===== src/rtl/core/lsa_pkg.sv =====
package lsa_pkg;

    localparam int OFFSET_BITS = 16;
    localparam int SIZE_W      = OFFSET_BITS + 1;
    localparam int ALIGN_BYTES = 8;

    localparam logic [SIZE_W-1:0] POOL_LIMIT = SIZE_W'(1) << OFFSET_BITS;
    localparam logic [SIZE_W-1:0] POOL_RESET = POOL_LIMIT;
    localparam logic [SIZE_W-1:0] ALIGN_MASK = SIZE_W'(ALIGN_BYTES - 1);

    localparam logic OP_ALLOC = 1'b0;
    localparam logic OP_FREE  = 1'b1;

    typedef enum logic [2:0] {
        ST_OK         = 3'd0,
        ST_EXHAUSTED  = 3'd1,
        ST_STACK_FULL = 3'd2,
        ST_NOT_TOP    = 3'd3,
        ST_NULL_FREE  = 3'd4
    } lsa_status_t;

    typedef struct packed {
        logic capture;
        logic commit;
        logic cfg_write;
    } lsa_cmd_t;

endpackage


===== src/rtl/core/lifo_stack_allocator_core.sv =====
// Channel   Handshake                Word
// in        in_valid / in_stall      op, request_bytes, block_offset, is_null
// out       out_valid / out_stall    result_offset, status, used_bytes, peak_bytes, free_bytes
// cfg       cfg_valid / cfg_ready    cfg_data (pool size in bytes)
//
// A request is handled in order: the accept cycle reads the top stack entry from the
// block memory into a register, and the S_EXEC state then commits the allocate or free.
// A finished word waits in the output register while the next request is accepted.
// Commit is held back only while the output register is full and stalled.
// Reset is asynchronous and active low; the pool then holds 65536 free bytes.
module lifo_stack_allocator_core #(
    parameter int MAX_BLOCKS = 64
) (
    input  logic                            clk,
    input  logic                            rst_n,
    input  logic                            in_valid,
    output logic                            in_stall,
    input  logic                            op,
    input  logic [lsa_pkg::OFFSET_BITS-1:0] request_bytes,
    input  logic [lsa_pkg::OFFSET_BITS-1:0] block_offset,
    input  logic                            is_null,
    output logic                            out_valid,
    input  logic                            out_stall,
    output logic [lsa_pkg::OFFSET_BITS-1:0] result_offset,
    output logic [2:0]                      status,
    output logic [lsa_pkg::SIZE_W-1:0]      used_bytes,
    output logic [lsa_pkg::SIZE_W-1:0]      peak_bytes,
    output logic [lsa_pkg::SIZE_W-1:0]      free_bytes,
    input  logic                            cfg_valid,
    output logic                            cfg_ready,
    input  logic [lsa_pkg::SIZE_W-1:0]      cfg_data
);
    import lsa_pkg::*;

    lsa_cmd_t cmd;

    lsa_ctrl u_ctrl (
        .clk       (clk),
        .rst_n     (rst_n),
        .in_valid  (in_valid),
        .in_stall  (in_stall),
        .out_valid (out_valid),
        .out_stall (out_stall),
        .cfg_valid (cfg_valid),
        .cfg_ready (cfg_ready),
        .cmd       (cmd)
    );

    lsa_datapath #(
        .MAX_BLOCKS (MAX_BLOCKS)
    ) u_datapath (
        .clk           (clk),
        .rst_n         (rst_n),
        .cmd           (cmd),
        .op            (op),
        .request_bytes (request_bytes),
        .block_offset  (block_offset),
        .is_null       (is_null),
        .cfg_data      (cfg_data),
        .result_offset (result_offset),
        .status        (status),
        .used_bytes    (used_bytes),
        .peak_bytes    (peak_bytes),
        .free_bytes    (free_bytes)
    );

`ifndef SYNTHESIS
    a_busy_after_accept: assert property (@(posedge clk) disable iff (!rst_n)
        in_valid && !in_stall |=> in_stall)
        else $error("request accepted while previous request still executing");

    a_status_range: assert property (@(posedge clk) disable iff (!rst_n)
        out_valid |-> status <= 3'(ST_NULL_FREE))
        else $error("status code out of range");

    a_peak_covers_used: assert property (@(posedge clk) disable iff (!rst_n)
        out_valid |-> peak_bytes >= used_bytes)
        else $error("peak usage below current usage");

    a_offset_zero_on_fail: assert property (@(posedge clk) disable iff (!rst_n)
        out_valid && status != 3'(ST_OK) |-> result_offset == '0)
        else $error("nonzero offset on a failed or free request");
`endif

endmodule


===== src/rtl/core/lsa_ctrl.sv =====
module lsa_ctrl (
    input  logic          clk,
    input  logic          rst_n,
    input  logic          in_valid,
    output logic          in_stall,
    output logic          out_valid,
    input  logic          out_stall,
    input  logic          cfg_valid,
    output logic          cfg_ready,
    output lsa_pkg::lsa_cmd_t cmd
);
    import lsa_pkg::*;

    typedef enum logic [1:0] {
        S_IDLE = 2'b01,
        S_EXEC = 2'b10
    } lsa_state_t;

    lsa_state_t state_reg;
    lsa_state_t state_next;
    logic       out_valid_reg;
    logic       out_valid_next;
    logic       out_free;

    assign in_stall  = (state_reg != S_IDLE);
    assign cfg_ready = (state_reg == S_IDLE);
    assign out_valid = out_valid_reg;
    assign out_free  = !out_valid_reg || !out_stall;

    always_comb
    begin
        state_next      = state_reg;
        out_valid_next  = out_valid_reg && out_stall;
        cmd.capture     = 1'b0;
        cmd.commit      = 1'b0;
        cmd.cfg_write   = cfg_valid && (state_reg == S_IDLE);
        case (state_reg)
            S_IDLE:
            begin
                if (in_valid)
                begin
                    cmd.capture = 1'b1;
                    state_next  = S_EXEC;
                end
            end
            S_EXEC:
            begin
                if (out_free)
                begin
                    cmd.commit     = 1'b1;
                    out_valid_next = 1'b1;
                    state_next     = S_IDLE;
                end
            end
            default:
            begin
                state_next = S_IDLE;
            end
        endcase
    end

    always_ff @(posedge clk or negedge rst_n)
    begin
        if (!rst_n)
        begin
            state_reg     <= S_IDLE;
            out_valid_reg <= 1'b0;
        end
        else
        begin
            state_reg     <= state_next;
            out_valid_reg <= out_valid_next;
        end
    end

endmodule


===== src/rtl/core/lsa_datapath.sv =====
module lsa_datapath #(
    parameter int MAX_BLOCKS = 64
) (
    input  logic                            clk,
    input  logic                            rst_n,
    input  lsa_pkg::lsa_cmd_t               cmd,
    input  logic                            op,
    input  logic [lsa_pkg::OFFSET_BITS-1:0] request_bytes,
    input  logic [lsa_pkg::OFFSET_BITS-1:0] block_offset,
    input  logic                            is_null,
    input  logic [lsa_pkg::SIZE_W-1:0]      cfg_data,
    output logic [lsa_pkg::OFFSET_BITS-1:0] result_offset,
    output logic [2:0]                      status,
    output logic [lsa_pkg::SIZE_W-1:0]      used_bytes,
    output logic [lsa_pkg::SIZE_W-1:0]      peak_bytes,
    output logic [lsa_pkg::SIZE_W-1:0]      free_bytes
);
    import lsa_pkg::*;

    localparam int CNT_W = $clog2(MAX_BLOCKS + 1);
    localparam int IDX_W = (MAX_BLOCKS > 1) ? $clog2(MAX_BLOCKS) : 1;

    logic [OFFSET_BITS-1:0] off_mem [MAX_BLOCKS];
    logic [SIZE_W-1:0]      size_mem [MAX_BLOCKS];

    logic [SIZE_W-1:0]      next_free_reg, next_free_next;
    logic [SIZE_W-1:0]      left_reg, left_next;
    logic [SIZE_W-1:0]      in_use_reg, in_use_next;
    logic [SIZE_W-1:0]      peak_reg, peak_next;
    logic [CNT_W-1:0]       count_reg, count_next;

    logic                   op_reg;
    logic [OFFSET_BITS-1:0] req_reg;
    logic [OFFSET_BITS-1:0] offs_reg;
    logic                   null_reg;

    logic [OFFSET_BITS-1:0] top_off_reg;
    logic [SIZE_W-1:0]      top_size_reg;

    logic [OFFSET_BITS-1:0] res_off_reg, res_off_next;
    lsa_status_t            status_reg, status_next;
    logic [SIZE_W-1:0]      out_used_reg, out_peak_reg, out_free_reg;

    logic [CNT_W-1:0]       top_pos;
    logic [SIZE_W-1:0]      aligned;
    logic [SIZE_W-1:0]      used_sum;
    logic                   push;
    logic [SIZE_W-1:0]      cfg_pool;

    assign top_pos  = count_reg - CNT_W'(1);
    assign aligned  = (SIZE_W'(req_reg) + ALIGN_MASK) & ~ALIGN_MASK;
    assign used_sum = in_use_reg + aligned;
    assign cfg_pool = (cfg_data > POOL_LIMIT) ? POOL_LIMIT : cfg_data;

    always_comb
    begin
        next_free_next = next_free_reg;
        left_next      = left_reg;
        in_use_next    = in_use_reg;
        peak_next      = peak_reg;
        count_next     = count_reg;
        res_off_next   = '0;
        status_next    = ST_OK;
        push           = 1'b0;
        if (op_reg == OP_ALLOC)
        begin
            if (aligned > left_reg)
            begin
                status_next = ST_EXHAUSTED;
            end
            else if (count_reg == CNT_W'(MAX_BLOCKS))
            begin
                status_next = ST_STACK_FULL;
            end
            else
            begin
                push           = 1'b1;
                res_off_next   = next_free_reg[OFFSET_BITS-1:0];
                count_next     = count_reg + CNT_W'(1);
                next_free_next = next_free_reg + aligned;
                left_next      = left_reg - aligned;
                in_use_next    = used_sum;
                if (used_sum > peak_reg)
                begin
                    peak_next = used_sum;
                end
            end
        end
        else
        begin
            if (null_reg)
            begin
                status_next = ST_NULL_FREE;
            end
            else if (count_reg == '0 || top_off_reg != offs_reg)
            begin
                status_next = ST_NOT_TOP;
            end
            else
            begin
                count_next     = top_pos;
                next_free_next = (next_free_reg >= top_size_reg) ?
                                 next_free_reg - top_size_reg : '0;
                in_use_next    = (in_use_reg >= top_size_reg) ?
                                 in_use_reg - top_size_reg : '0;
                left_next      = left_reg + top_size_reg;
            end
        end
    end

    always_ff @(posedge clk)
    begin
        if (cmd.commit && push)
        begin
            off_mem[count_reg[IDX_W-1:0]]  <= next_free_reg[OFFSET_BITS-1:0];
            size_mem[count_reg[IDX_W-1:0]] <= aligned;
        end
        top_off_reg  <= off_mem[top_pos[IDX_W-1:0]];
        top_size_reg <= size_mem[top_pos[IDX_W-1:0]];
    end

    always_ff @(posedge clk)
    begin
        if (cmd.capture)
        begin
            op_reg   <= op;
            req_reg  <= request_bytes;
            offs_reg <= block_offset;
            null_reg <= is_null;
        end
        if (cmd.commit)
        begin
            res_off_reg  <= res_off_next;
            status_reg   <= status_next;
            out_used_reg <= in_use_next;
            out_peak_reg <= peak_next;
            out_free_reg <= left_next;
        end
    end

    always_ff @(posedge clk or negedge rst_n)
    begin
        if (!rst_n)
        begin
            next_free_reg <= '0;
            left_reg      <= POOL_RESET;
            in_use_reg    <= '0;
            peak_reg      <= '0;
            count_reg     <= '0;
        end
        else if (cmd.commit)
        begin
            next_free_reg <= next_free_next;
            left_reg      <= left_next;
            in_use_reg    <= in_use_next;
            peak_reg      <= peak_next;
            count_reg     <= count_next;
        end
        else if (cmd.cfg_write && count_reg == '0)
        begin
            next_free_reg <= '0;
            in_use_reg    <= '0;
            left_reg      <= cfg_pool;
        end
    end

    assign result_offset = res_off_reg;
    assign status        = status_reg;
    assign used_bytes    = out_used_reg;
    assign peak_bytes    = out_peak_reg;
    assign free_bytes    = out_free_reg;

endmodule

===== config.mk =====
export PLATFORM = sky130hd
export DESIGN_NAME = lifo_stack_allocator_core
export DESIGN_NICKNAME = d
export VERILOG_FILES = /design/src/rtl/core/lsa_pkg.sv /design/src/rtl/core/lifo_stack_allocator_core.sv /design/src/rtl/core/lsa_ctrl.sv /design/src/rtl/core/lsa_datapath.sv
export SDC_FILE = /design/constraint.sdc
export NUM_CORES = 2
export LEC_CHECK = 0
export BUFFER_PORTS_ARGS = -buffer_cell sky130_fd_sc_hd__buf_2
export CORE_UTILIZATION = 55
export DETAILED_ROUTE_END_ITERATION = 8
export PLACE_DENSITY = 0.71
export SLEW_MARGIN = 25
export SYNTH_ARGS = -nofsm -noshare
export SYNTH_HDL_FRONTEND = slang
export SYNTH_SLANG_ARGS = --single-unit
export TNS_END_PERCENT = 1

===== constraint.sdc =====
create_clock -name clk -period 12.2 [get_ports clk]
set_input_delay 3.66 -clock clk [delete_from_list [all_inputs] [get_ports clk]]
set_output_delay 3.66 -clock clk [all_outputs]
set_load 0.02 [all_outputs]

==> flow_metrics.py <==
metrics = {
    "outcome": {
        "status": "complete, no violations",
    },
    "finish": {
        "multiInputGateArea_sq_mm": 0.02056,
        "max_reg_flops": 896,
        "flow.area_growth_from_synthesis_pct": 12.75,
        "final-seq-area_sq_mm": 0.05737,
        "post_route_cells_drive_above_1_share_pct": 28.90,
        "layout.filler_cells": 9348,
        "finalNonFillerCells": 6026,
        "final_cell_area_sq_mm": 0.08827,
        "fin_nets": 4134,
    },
    "synth": {
        "yosys_warnings": 0,
        "synth_edf_count": 1829,
        "synth_top_cell_by_area": "sky130_fd_sc_hd__edfxtp_1",
        "synth-seq-area-share_pct": 73.25,
        "asyncSetResetFlopFracSynth_pct": 3.884,
        "synth_most_common_cell": "sky130_fd_sc_hd__edfxtp_1",
        "syn-cell-area_sq_mm": 0.07829,
        "most_area_consuming_cells_after_synthesis": "sky130_fd_sc_hd__edfxtp_1 (70%), sky130_fd_sc_hd__mux4_2 (16%), sky130_fd_sc_hd__dfrtp_1 (2.3%)",
        "yosys_most_used_dff": "sky130_fd_sc_hd__edfxtp_1",
        "synth_largest_type_area_fraction_pct": 70.16,
        "synth.ff_latch_count": 1931,
        "number_of_distinct_standard_cells_referenced_by_the_synthesized_netlist": 85,
        "syn_avg_cell_area_sq_um": 20.88,
        "post_synth_most_frequent_cells": "sky130_fd_sc_hd__edfxtp_1 (1829), sky130_fd_sc_hd__mux4_2 (567), sky130_fd_sc_hd__nor2_1 (134)",
        "synth_cells": 3750,
    },
    "floorplanning": {
        "standard_cell_row_count": 138,
        "starting_density_pct": 55.36,
        "area_inside_the_core_boundary_sq_mm": 0.1414,
        "die_w_um": 379.3,
        "die_area_sq_mm": 0.1439,
        "io_pins": 129,
        "die_y_um": 379.3,
    },
    "clock_network": {
        "cts_resized": 0,
        "cts-buffers-inserted": 188,
        "ctsHoldBuffers": 0,
        "clock-sinks": 1931,
        "cts-root-buf": "sky130_fd_sc_hd__clkbuf_16",
        "cts-root-to-sink-buffers": 3,
        "clock_tree_from_tritoncts": "built",
        "postCtsSetupBuffers": 0,
        "clk_transition_reported_paths_ns": 0.06,
        "htree_num_levels": 4,
        "clock_latency_ns": 0.82,
    },
    "place": {
        "gp_congestion": 0.8884,
        "place_inst": 5668,
        "placement.cell_area_sq_mm": 0.08192,
        "dp_hpwl_um": 114600,
        "io_buffer_count": 125,
    },
    "pwr": {
        "powerDensity_mw_per_mm2": 253.9,
        "vdd_drop_max_v": 0.0003322,
        "p_leak_nw": 29.11,
        "totalPowerFinal_mw": 22.41,
    },
    "timing": {
        "timing_worst_slew_pin_value_ns": 1.199,
        "hold_slack_ns": 0.4637,
        "slew_headroom_pct": 20.08,
        "hold_violations": 0,
        "slew_viol_final": 0,
        "achievable-frequency_mhz": 146.6,
        "setup_tns_ns": 0,
        "rsz0062_at_grt": "no",
        "timing.final.crit_share_pct": 55.92,
        "final.min_clock_period_ns": 6.822,
        "setup_viol": 0,
        "skew_ns": 0.04942,
    },
    "worst_hold_path": {
        "hold_path.class": "register to register",
    },
    "worst_setup_path": {
        "worst_ep_required_time_ns": 12.64,
        "path_max_fanout": 67,
        "crit_path_end_kind": "register",
        "cp.arrival_ns": 7.26,
        "timing.reg2reg.setup_slack_ns": 5.38,
        "setup.worst_path.start_class": "register",
        "worstSetupPathType": "register to register",
    },
    "drt": {
        "route.final.wire_length_um": 191400,
        "number_of_remaining_drc_errors": 0,
        "final_antenna_net_count": 0,
        "dr.pass1.iters": 5,
        "initialDrtViolationCount": 5081,
        "route.vias.total": 39110,
        "detail_route.wl_per_cell_um": 31.76,
        "via_per_inst": 6.490,
    },
    "global_route": {
        "total_track_usage_pct": 27.15,
        "grt_max_degree": 144,
        "initial_antenna_violation_count": 15,
        "grt_overflow": 0,
        "grt_first_pass_wirelength_um": 275400,
        "first_global_vias": 38130,
    },
    "job": {
        "max_cap_viol_count": 0,
    },
}
==> layer usage <==
layer  share of wire [%]  global-route usage (%)
met3                 9.2                   5.184
met5               0.026                       0
met1                  41                   40.14
met4                 2.8                   8.034
met2                  47                   41.60
==> stage by stage <==
stage	util (%)	setup slack, ns
after CTS	62.37	5.394
final	62.42	5.378
after detailed placement	57.93	4.854
after global routing	62.41	5.016
after global placement	57.78	4.873
after floorplan	-	5.198
==> kinds of logic (layout without fill, tap and decap cells) <==
| logic type | Yosys count | after routing | share of synthesized area, % |
|---|---|---|---|
| flip-flops | 1931 | 1931 | 73.25 |
| multiplexers | 614 | 614 | 17.02 |
| AND/OR/NAND/NOR | 452 | 452 | 2.888 |
| AO/OA/AOI/OAI | 302 | 302 | 2.620 |
| buffers and inverters | 248 | 628 | 1.389 |
| adder cells (fa/ha/maj) | 108 | 108 | 1.784 |
| XOR/XNOR | 94 | 94 | 1.052 |
| other | 1 | 7 | 0.004790 |
==> final cells by class <==
class / count / share of cell area [%]
sequential: 1931 / 65.00
tap: 1890 / 2.679
inverter: 76 / 0.3260
multi-input combinational: 1573 / 23.30
antenna: 4 / 0.01134
clock buffer: 230 / 5.579
clock inverter: 122 / 1.544
timing repair buffer: 200 / 1.569
==> cell usage in the layout, fill, tap and decap left out, types with 59 or more instances in the layout <==
cell,count
sky130_fd_sc_hd__clkbuf_16,190
sky130_fd_sc_hd__nand2_1,95
sky130_fd_sc_hd__a21oi_1,68
sky130_fd_sc_hd__ha_1,101
sky130_fd_sc_hd__mux4_2,567
sky130_fd_sc_hd__inv_1,74
sky130_fd_sc_hd__buf_4,64
sky130_fd_sc_hd__o21ai_0,59
sky130_fd_sc_hd__edfxtp_1,1829
sky130_fd_sc_hd__dfrtp_1,59
sky130_fd_sc_hd__nor2_4,65
sky130_fd_sc_hd__nor2_1,69
sky130_fd_sc_hd__buf_2,124
==> where the power goes <==
part	internal, mW	total (mW)	switching, mW
Sequential	7.76	8.09	0.326
Clock	3.38	5.90	2.52
Combinational	3.61	8.42	4.81
==> worst paths after layout <==
kind	from	to	cells past startpoint
min reg2reg	u_datapath.left_reg[2]	u_datapath.free_bytes[2]	0
max in group asynchronous	rst_n	u_datapath.left_reg[12]	2
max	u_datapath.req_reg[0]	u_datapath.off_mem[7][11]	17
min in group asynchronous	rst_n	u_datapath.peak_reg[5]	1
min	u_datapath.left_reg[2]	u_datapath.free_bytes[2]	0
max reg2reg	u_datapath.req_reg[0]	u_datapath.off_mem[7][11]	17
==> critical path: stages, from the launching register on <==
cell and delay, ns:
sky130_fd_sc_hd__edfxtp_1 0.39, sky130_fd_sc_hd__or3_4 0.45, sky130_fd_sc_hd__and3_1 0.31, sky130_fd_sc_hd__and3_1 0.29, sky130_fd_sc_hd__nand3_1 0.13, sky130_fd_sc_hd__xnor2_2 0.12
sky130_fd_sc_hd__buf_4 0.65, sky130_fd_sc_hd__inv_1 0.11, sky130_fd_sc_hd__ha_1 0.45, sky130_fd_sc_hd__nand3_2 0.15, sky130_fd_sc_hd__nor4_4 0.34, sky130_fd_sc_hd__o21ai_2 0.14
sky130_fd_sc_hd__a211oi_4 0.20, sky130_fd_sc_hd__buf_4 0.34, sky130_fd_sc_hd__and2_1 0.61, sky130_fd_sc_hd__nand4_1 0.52, sky130_fd_sc_hd__buf_4 0.44, sky130_fd_sc_hd__nor2_4 0.74
(Power assumes the default switching activity.)
